--- src/pfcp_pkg.sv ---
package pfcp_pkg;

    // controller states
    typedef enum logic [2:0] {
        ST_CLEAR,
        ST_IDLE,
        ST_LOOKUP,
        ST_SWEEP,
        ST_MAP
    } t_state;

    // commands from controller to datapath
    typedef struct packed {
        logic accept;      // load item, read page table entry
        logic clr_step;    // clear one page table entry
        logic hit_upd;     // hit: set used, dirty on write, post result
        logic map_fill;    // fault into lowest free frame, post result
        logic sweep_rd;    // read frame state at the hand
        logic sweep_skip;  // clear used at hand, advance, read next frame
        logic evict;       // unmap the victim page, latch victim info
        logic map_victim;  // map into the victim frame, post result
    } t_cmd;

    // status from datapath to controller
    typedef struct packed {
        logic in_valid;    // input item offered
        logic clr_last;    // clearing the last page table entry
        logic present;     // looked-up page is resident
        logic full;        // no free frame left
        logic used;        // used bit of frame under the hand
        logic out_free;    // result register can take a result
    } t_stat;

    localparam int OutWidth = 48;

endpackage

--- src/pfcp_ctrl.sv ---
module pfcp_ctrl (
    input  logic           i_clk,
    input  logic           i_rst_n,
    input  pfcp_pkg::t_stat i_stat,
    output pfcp_pkg::t_cmd  o_cmd,
    output logic           o_ready
);

    pfcp_pkg::t_state r_state;
    pfcp_pkg::t_state n_state;

    always_ff @(posedge i_clk) begin
        if (!i_rst_n) begin
            r_state <= pfcp_pkg::ST_CLEAR;
        end else begin
            r_state <= n_state;
        end
    end

    always_comb begin
        n_state = r_state;
        o_cmd   = '0;
        o_ready = 1'b0;
        unique case (r_state)
            pfcp_pkg::ST_CLEAR: begin
                o_cmd.clr_step = 1'b1;
                if (i_stat.clr_last) begin
                    n_state = pfcp_pkg::ST_IDLE;
                end
            end
            pfcp_pkg::ST_IDLE: begin
                o_ready = 1'b1;
                if (i_stat.in_valid) begin
                    o_cmd.accept = 1'b1;
                    n_state      = pfcp_pkg::ST_LOOKUP;
                end
            end
            pfcp_pkg::ST_LOOKUP: begin
                priority if (i_stat.present) begin
                    if (i_stat.out_free) begin
                        o_cmd.hit_upd = 1'b1;
                        n_state       = pfcp_pkg::ST_IDLE;
                    end
                end else if (!i_stat.full) begin
                    if (i_stat.out_free) begin
                        o_cmd.map_fill = 1'b1;
                        n_state        = pfcp_pkg::ST_IDLE;
                    end
                end else begin
                    o_cmd.sweep_rd = 1'b1;
                    n_state        = pfcp_pkg::ST_SWEEP;
                end
            end
            pfcp_pkg::ST_SWEEP: begin
                if (i_stat.used) begin
                    o_cmd.sweep_skip = 1'b1;
                end else begin
                    o_cmd.evict = 1'b1;
                    n_state     = pfcp_pkg::ST_MAP;
                end
            end
            pfcp_pkg::ST_MAP: begin
                if (i_stat.out_free) begin
                    o_cmd.map_victim = 1'b1;
                    n_state          = pfcp_pkg::ST_IDLE;
                end
            end
            default: begin
                n_state = pfcp_pkg::ST_CLEAR;
            end
        endcase
    end

endmodule

--- src/pfcp_datapath.sv ---
module pfcp_datapath #(
    parameter int NUM_PAGES  = 256,
    parameter int NUM_FRAMES = 32
) (
    input  logic                          i_clk,
    input  logic                          i_rst_n,
    input  pfcp_pkg::t_cmd                 i_cmd,
    output pfcp_pkg::t_stat                o_stat,
    input  logic                          i_s_tvalid,
    input  logic [7:0]                    i_s_tdata,
    input  logic [0:0]                    i_s_tuser,
    output logic                          o_m_tvalid,
    input  logic                          i_m_tready,
    output logic [pfcp_pkg::OutWidth-1:0] o_m_tdata
);

    localparam int PW = $clog2(NUM_PAGES);
    localparam int FW = $clog2(NUM_FRAMES);
    localparam int CW = $clog2(NUM_FRAMES + 1);

    // page table: {present, frame}
    logic [FW:0]   r_pte_mem [NUM_PAGES];
    logic [PW-1:0] r_owner_mem [NUM_FRAMES];
    logic          r_used_mem [NUM_FRAMES];
    logic          r_dirty_mem [NUM_FRAMES];

    logic [PW-1:0] r_page;
    logic          r_func;
    logic [FW:0]   r_pte_rd;
    logic [PW-1:0] r_fr_owner;
    logic          r_fr_used;
    logic          r_fr_dirty;
    logic [PW-1:0] r_vic_page;
    logic          r_vic_wb;
    logic [CW-1:0] r_fill;
    logic [FW-1:0] r_hand;
    logic [31:0]   r_faults;
    logic [PW-1:0] r_clr;
    logic          r_out_valid;
    logic [pfcp_pkg::OutWidth-1:0] r_out_data;

    logic [7:0]    red_page;
    logic [PW-1:0] in_page;
    logic [FW-1:0] fill_frame;
    logic [FW-1:0] hand_inc;
    logic [FW-1:0] map_frame;
    logic          out_free;
    logic          do_map;
    logic          out_load;

    logic          pte_we;
    logic [PW-1:0] pte_waddr;
    logic [FW:0]   pte_wdata;
    logic [FW-1:0] fr_raddr;
    logic          fr_re;

    function automatic logic [FW-1:0] frame_inc(input logic [FW-1:0] f);
        logic [FW-1:0] res;
        if (f == FW'(NUM_FRAMES - 1)) begin
            res = '0;
        end else begin
            res = f + 1'b1;
        end
        return res;
    endfunction

    // page number modulo NUM_PAGES, restoring remainder over 8 bits
    always_comb begin
        red_page = i_s_tdata;
        for (int k = 7; k >= 0; k--) begin
            if ((NUM_PAGES << k) <= 255) begin
                if (red_page >= 8'(NUM_PAGES << k)) begin
                    red_page = red_page - 8'(NUM_PAGES << k);
                end
            end
        end
    end

    assign in_page    = PW'(red_page);
    assign fill_frame = FW'(r_fill);
    assign hand_inc   = frame_inc(r_hand);
    assign out_free   = !r_out_valid || i_m_tready;
    assign do_map     = i_cmd.map_fill || i_cmd.map_victim;
    assign out_load   = do_map || i_cmd.hit_upd;
    assign map_frame  = i_cmd.map_fill ? fill_frame : r_hand;

    always_comb begin
        pte_we    = 1'b1;
        pte_waddr = r_page;
        pte_wdata = {1'b1, map_frame};
        priority if (i_cmd.clr_step) begin
            pte_waddr = r_clr;
            pte_wdata = '0;
        end else if (i_cmd.evict) begin
            pte_waddr = r_fr_owner;
            pte_wdata = '0;
        end else if (do_map) begin
            pte_waddr = r_page;
        end else begin
            pte_we = 1'b0;
        end
    end

    assign fr_re    = i_cmd.sweep_rd || i_cmd.sweep_skip;
    assign fr_raddr = i_cmd.sweep_skip ? hand_inc : r_hand;

    // page table memory
    always_ff @(posedge i_clk) begin
        if (pte_we) begin
            r_pte_mem[pte_waddr] <= pte_wdata;
        end
        if (i_cmd.accept) begin
            r_pte_rd <= r_pte_mem[in_page];
        end
    end

    // per-frame memories
    always_ff @(posedge i_clk) begin
        if (do_map) begin
            r_owner_mem[map_frame] <= r_page;
        end
        if (fr_re) begin
            r_fr_owner <= r_owner_mem[fr_raddr];
        end
    end

    always_ff @(posedge i_clk) begin
        priority if (do_map) begin
            r_used_mem[map_frame] <= 1'b1;
        end else if (i_cmd.hit_upd) begin
            r_used_mem[r_pte_rd[FW-1:0]] <= 1'b1;
        end else if (i_cmd.sweep_skip) begin
            r_used_mem[r_hand] <= 1'b0;
        end
        if (fr_re) begin
            r_fr_used <= r_used_mem[fr_raddr];
        end
    end

    always_ff @(posedge i_clk) begin
        priority if (do_map) begin
            r_dirty_mem[map_frame] <= r_func;
        end else if (i_cmd.hit_upd && r_func) begin
            r_dirty_mem[r_pte_rd[FW-1:0]] <= 1'b1;
        end
        if (fr_re) begin
            r_fr_dirty <= r_dirty_mem[fr_raddr];
        end
    end

    // payload registers
    always_ff @(posedge i_clk) begin
        if (i_cmd.accept) begin
            r_page <= in_page;
            r_func <= i_s_tuser[0];
        end
        if (i_cmd.evict) begin
            r_vic_page <= r_fr_owner;
            r_vic_wb   <= r_fr_dirty;
        end
        if (out_load) begin
            unique case (1'b1)
                i_cmd.hit_upd: begin
                    r_out_data <= {r_faults, 1'b0, 8'd0, 1'b0,
                                   5'(r_pte_rd[FW-1:0]), 1'b1};
                end
                i_cmd.map_fill: begin
                    r_out_data <= {r_faults + 32'd1, 1'b0, 8'd0, 1'b0,
                                   5'(fill_frame), 1'b0};
                end
                default: begin
                    r_out_data <= {r_faults + 32'd1, r_vic_wb, 8'(r_vic_page), 1'b1,
                                   5'(r_hand), 1'b0};
                end
            endcase
        end
    end

    // control registers
    always_ff @(posedge i_clk) begin
        if (!i_rst_n) begin
            r_fill      <= '0;
            r_hand      <= '0;
            r_faults    <= '0;
            r_clr       <= '0;
            r_out_valid <= 1'b0;
        end else begin
            if (i_cmd.clr_step) begin
                r_clr <= r_clr + 1'b1;
            end
            if (i_cmd.map_fill) begin
                r_fill <= r_fill + 1'b1;
            end
            priority if (do_map) begin
                r_hand <= frame_inc(map_frame);
            end else if (i_cmd.sweep_skip) begin
                r_hand <= hand_inc;
            end
            if (do_map) begin
                r_faults <= r_faults + 32'd1;
            end
            r_out_valid <= (r_out_valid && !i_m_tready) || out_load;
        end
    end

    assign o_stat.in_valid = i_s_tvalid;
    assign o_stat.clr_last = (r_clr == PW'(NUM_PAGES - 1));
    assign o_stat.present  = r_pte_rd[FW];
    assign o_stat.full     = (r_fill == CW'(NUM_FRAMES));
    assign o_stat.used     = r_fr_used;
    assign o_stat.out_free = out_free;

    assign o_m_tvalid = r_out_valid;
    assign o_m_tdata  = r_out_data;

endmodule

--- src/page_fault_clock_pager.sv ---
// a hit or a fault into a free frame: the page table entry is registered at accept, and the lookup
// state posts the result once the result register is free; with all frames taken, the hand sweeps
// past used frames, clearing their used bits, then evicts the first unused frame and maps into it
// a new item is accepted only after the previous one has posted its result, and the result
// register lets the next item be accepted while a result waits; reset: synchronous active low,
// then a clearing pass over all NUM_PAGES page table entries during which no item is accepted
module page_fault_clock_pager #(
    parameter int NUM_PAGES  = 256,
    parameter int NUM_FRAMES = 32
) (
    input  logic        i_clk,
    input  logic        i_rst_n,
    // access item
    input  logic        i_s_tvalid,
    output logic        o_s_tready,
    input  logic [7:0]  i_s_tdata,   // [7:0] page
    input  logic [0:0]  i_s_tuser,   // [0] func (0 read, 1 write)
    // result item
    output logic        o_m_tvalid,
    input  logic        i_m_tready,
    // [0] hit, [5:1] frame, [6] victim_valid, [14:7] victim_page,
    // [15] writeback, [47:16] fault_total
    output logic [47:0] o_m_tdata
);

    pfcp_pkg::t_cmd  cmd;
    pfcp_pkg::t_stat stat;

    // sequencer: clearing pass, lookup, clock sweep and mapping
    pfcp_ctrl u_ctrl (
        .i_clk   (i_clk),
        .i_rst_n (i_rst_n),
        .i_stat  (stat),
        .o_cmd   (cmd),
        .o_ready (o_s_tready)
    );

    // page table, frame tables, hand, fill count, fault counter, result register
    pfcp_datapath #(
        .NUM_PAGES  (NUM_PAGES),
        .NUM_FRAMES (NUM_FRAMES)
    ) u_datapath (
        .i_clk      (i_clk),
        .i_rst_n    (i_rst_n),
        .i_cmd      (cmd),
        .o_stat     (stat),
        .i_s_tvalid (i_s_tvalid),
        .i_s_tdata  (i_s_tdata),
        .i_s_tuser  (i_s_tuser),
        .o_m_tvalid (o_m_tvalid),
        .i_m_tready (i_m_tready),
        .o_m_tdata  (o_m_tdata)
    );

endmodule
--- config.mk ---
export PLATFORM = sky130hd
export DESIGN_NAME = page_fault_clock_pager
export DESIGN_NICKNAME = d
export VERILOG_FILES = /design/src/pfcp_pkg.sv /design/src/pfcp_ctrl.sv /design/src/pfcp_datapath.sv /design/src/page_fault_clock_pager.sv
export SDC_FILE = /design/constraint.sdc
export NUM_CORES = 2
export LEC_CHECK = 0
export BUFFER_PORTS_ARGS = -buffer_cell sky130_fd_sc_hd__buf_2
export CAP_MARGIN = 5
export CORE_ASPECT_RATIO = 0.5
export CORE_UTILIZATION = 36
export CTS_CLUSTER_DIAMETER = 200
export DETAILED_ROUTE_END_ITERATION = 8
export GPL_TIMING_DRIVEN = 0
export HOLD_SLACK_MARGIN = 0.03
export PLACE_DENSITY_LB_ADDON = 0.12
export SYNTH_ARGS = -nofsm -noshare
export SYNTH_HDL_FRONTEND = slang
export SYNTH_SLANG_ARGS = --single-unit
--- constraint.sdc ---
create_clock -name i_clk -period 13.1 [get_ports i_clk]
set_clock_uncertainty 0.15 [all_clocks]
set_input_delay 0.655 -clock i_clk [delete_from_list [all_inputs] [get_ports i_clk]]
set_output_delay 0.655 -clock i_clk [all_outputs]
set_load 0.05 [all_outputs]
==> impl_results.md <==
- First-pass GRT wire length: 377700 um
- Clk buf depth: 4
- Crit path kind: reg2reg
- IO Pins: 63
- DRT iter0 DRCs: 6322
- Worst hold start: i_s_tdata[0]
- Post-synth top flop: edfxtp_1
- Finished Core Util: 41.25%
- Wirelength per Cell: 33.34 um
- Vias in the first global route: 47119
- Synth-to-layout area growth: 13.70%
- Largest net degree at the start of global routing: 138
- Synth unique cells: 88
- Final period utilization: 51.81%
- Area after DPL: 86940 sq um
- Post-route cell area: 92940 sq um
- RSZ-0062 raised after global routing: no
- Status: complete, but fails checks
- Nets: 5115
- Total power draw: 12.79 mW
- Placed insts: 7883
- Mean Syn Cell Area: 17.12 sq um
- Hold slack: 0.1186 ns
- Max-slew violations: 11
- GPL Wtd Cong: 0.9208
- PostCTS Resize Cnt: 0
- Critical path data required time: 13.47 ns
- Post-CTS setup buffer count: 0
- Critical path peak fanout: 10
- Max-cap violations: 1
- Mapped Nets: 4797
- Share of cells above drive strength 1: 17.95%
- Smallest setup slack after layout: 6.313 ns
- Final HPWL DP: 191700 um
- Clock Tree Root: clkbuf_16
- Worst-skew pair later-pin latency: 0.86 ns
- Worst hold path type: in2reg
- Setup TNS: 0 ns
- EDFF count, synth: 1938
- Crit path time final: 6.787 ns
- Most common cell after layout, fill and taps aside: edfxtp_1
- CTS clk-pin slew, worst paths: 0.07 ns
- H-Tree Depth: 4
- CP Capture Type: register
- CTS tree: built
- Most frequent cells in the layout: edfxtp_1, nor2_1, mux4_2
- Die Ht: 339.0 um
- Drt pass-1 iters: 9
- Critical Path Source: u_datapath.r_hand[1]$_SDFF_PN0_
- Total wire length: 274700 um
- Pwr Density: 137.6 nW/um^2
- Setup Viol. Count Final: 0
- Place WS: 6.508 ns
- Inserted Clock Buffers: 195
- GRT Util Overall: 23.64%
- YS warnings: 0
- Leak pwr: 28.66 nW
- Peak supply drop: 0.09348 mV
- Antenna Violating Nets Remaining: 0
- Hold Vio Cnt, Final: 0
- Synthesis-stage register bit count: 1993
- GRT overflow: 0
- Die area: 229100 sq um
- Fin cells: 8238
- Syn Inst Count: 4774
- Vias/cell: 5.812
- Synth Cell Area: 81750 sq um
- Initial antenna violation count: 23
- Cell Rows: 123
- Sequential fraction of the synthesis area: 72.54%
- Port Buffers: 61
- Die Span X: 675.9 um
- WP data arrival: 7.16 ns
- DRC viols: 0
- Max Fclk: 147.3 MHz
- Failing checks: capacitance limit, slew limit
- Slew headroom: -2.063%
- Clock sink count: 1993
- Reg2reg start: u_datapath.r_hand[1]$_SDFF_PN0_
- Worst Max-Slew Pin Slew: 1.531 ns
- Starting Density: 36.28%
- Synth async-reset ratio: 0%
- # hold bufs at CTS: 5
- Detailed-route via count: 47876
- Core ar.: 225300 sq um
- Startpoint types: register
-- cell usage after synthesis, types with 55 or more instances --
| library cell | count | area share (%) |
|---|---|---|
| a22oi_1 | 128 | 1.2 |
| mux4_2 | 342 | 9.4 |
| nor2_1 | 496 | 2.3 |
| buf_2 | 76 | 0.47 |
| and2_1 | 71 | 0.54 |
| edfxtp_1 | 1938 | 71 |
| nand2_1 | 258 | 1.2 |
| dfxtp_1 | 55 | 1.3 |
| a221oi_1 | 65 | 0.70 |
| mux2i_1 | 186 | 2.3 |
| o21ai_0 | 130 | 0.80 |
| clkbuf_1 | 132 | 0.61 |
| nand3_1 | 63 | 0.39 |
-- worst max-delay path, cell delays in order (launching register included) --
cell      delay, ns
dfxtp_1        0.36
ha_1           0.17
buf_2          0.24
buf_1          0.57
buf_1          0.55
clkbuf_1       0.61
and3_1         0.26
ha_1           0.16
buf_2          0.24
buf_2          0.30
buf_2          0.38
buf_1          0.55
nand2_1        0.11
a31oi_1        0.21
a221oi_1       0.10
a211oi_1       0.55
a211oi_1       0.34
a221oi_1       0.60
-- state kept, by name, summed over array words and instances, names as in the netlist --
name                    cells
u_datapath.r_pte_rd         6
u_datapath.r_owner_mem    256
u_datapath.r_vic_page       8
u_ctrl.r_state              3
u_datapath.r_faults        32
u_datapath.r_used_mem      32
u_datapath.r_pte_mem     1536
u_datapath.o_m_tdata       48
u_datapath.o_m_tvalid       1
u_datapath.r_fill           6
u_datapath.r_fr_dirty       1
u_datapath.r_fr_used        1
u_datapath.r_hand           5
u_datapath.r_vic_wb         1
u_datapath.r_page           8
u_datapath.r_dirty_mem     32
u_datapath.r_clr            8
u_datapath.r_fr_owner       8
u_datapath.r_func           1
-- power by group --
part / switching, mW / internal (mW) / leakage (nW) / total [mW]
clock: 2.46 / 2.97 / 2.86 / 5.43
combinational: 0.329 / 0.139 / 8.07 / 0.468
sequential: 0.00286 / 6.89 / 17.7 / 6.89
-- path summary, 6_finish.rpt --
kind	depth (start not counted)	endpoint	slack, ns
setup reg to reg	17	u_datapath.r_fr_owner[4]$_DFFE_PP_	6.31
setup / recovery	17	u_datapath.r_fr_owner[4]$_DFFE_PP_	6.31
hold reg to reg	0	u_datapath.r_vic_wb$_DFFE_PP_	0.29
hold / removal	1	u_datapath.r_page[0]$_DFFE_PP_	0.12
-- cell families after synthesis --
family / after synthesis / share of synthesized area [%]
AOI/OAI and AO/OA: 710 / 6.349
xor gates and xnor gates: 71 / 0.7607
adders and majority gates: 10 / 0.1531
buffers and inverters: 325 / 1.982
DFF: 1993 / 72.54
muxes: 540 / 11.88
and+or+nand+nor: 1125 / 6.335
-- layer usage --
layer / GRT usage [%] / vias up / wire, um
met5: 0 / - / 13
met4: 6.586 / 2 / 8386
met3: 4.884 / 445 / 22850
met2: 37.54 / 2252 / 127100
met1: 33.02 / 25404 / 116300
li1: - / 19773 / -
-- area by class of cell --
type / instances / area [sq um]
Fill cell: 20298 / 132400
Sequential cell: 1993 / 59300
Multi-Input combinational cell: 2456 / 20880
Clock buffer: 246 / 5145
Tap cell: 3000 / 3754
Buffer: 299 / 1534
Timing Repair Buffer: 121 / 1495
Clock inverter: 95 / 729.5
Inverter: 26 / 105.1
Antenna cell: 2 / 5.005
Note: power is estimated with default switching activity, not from simulation.
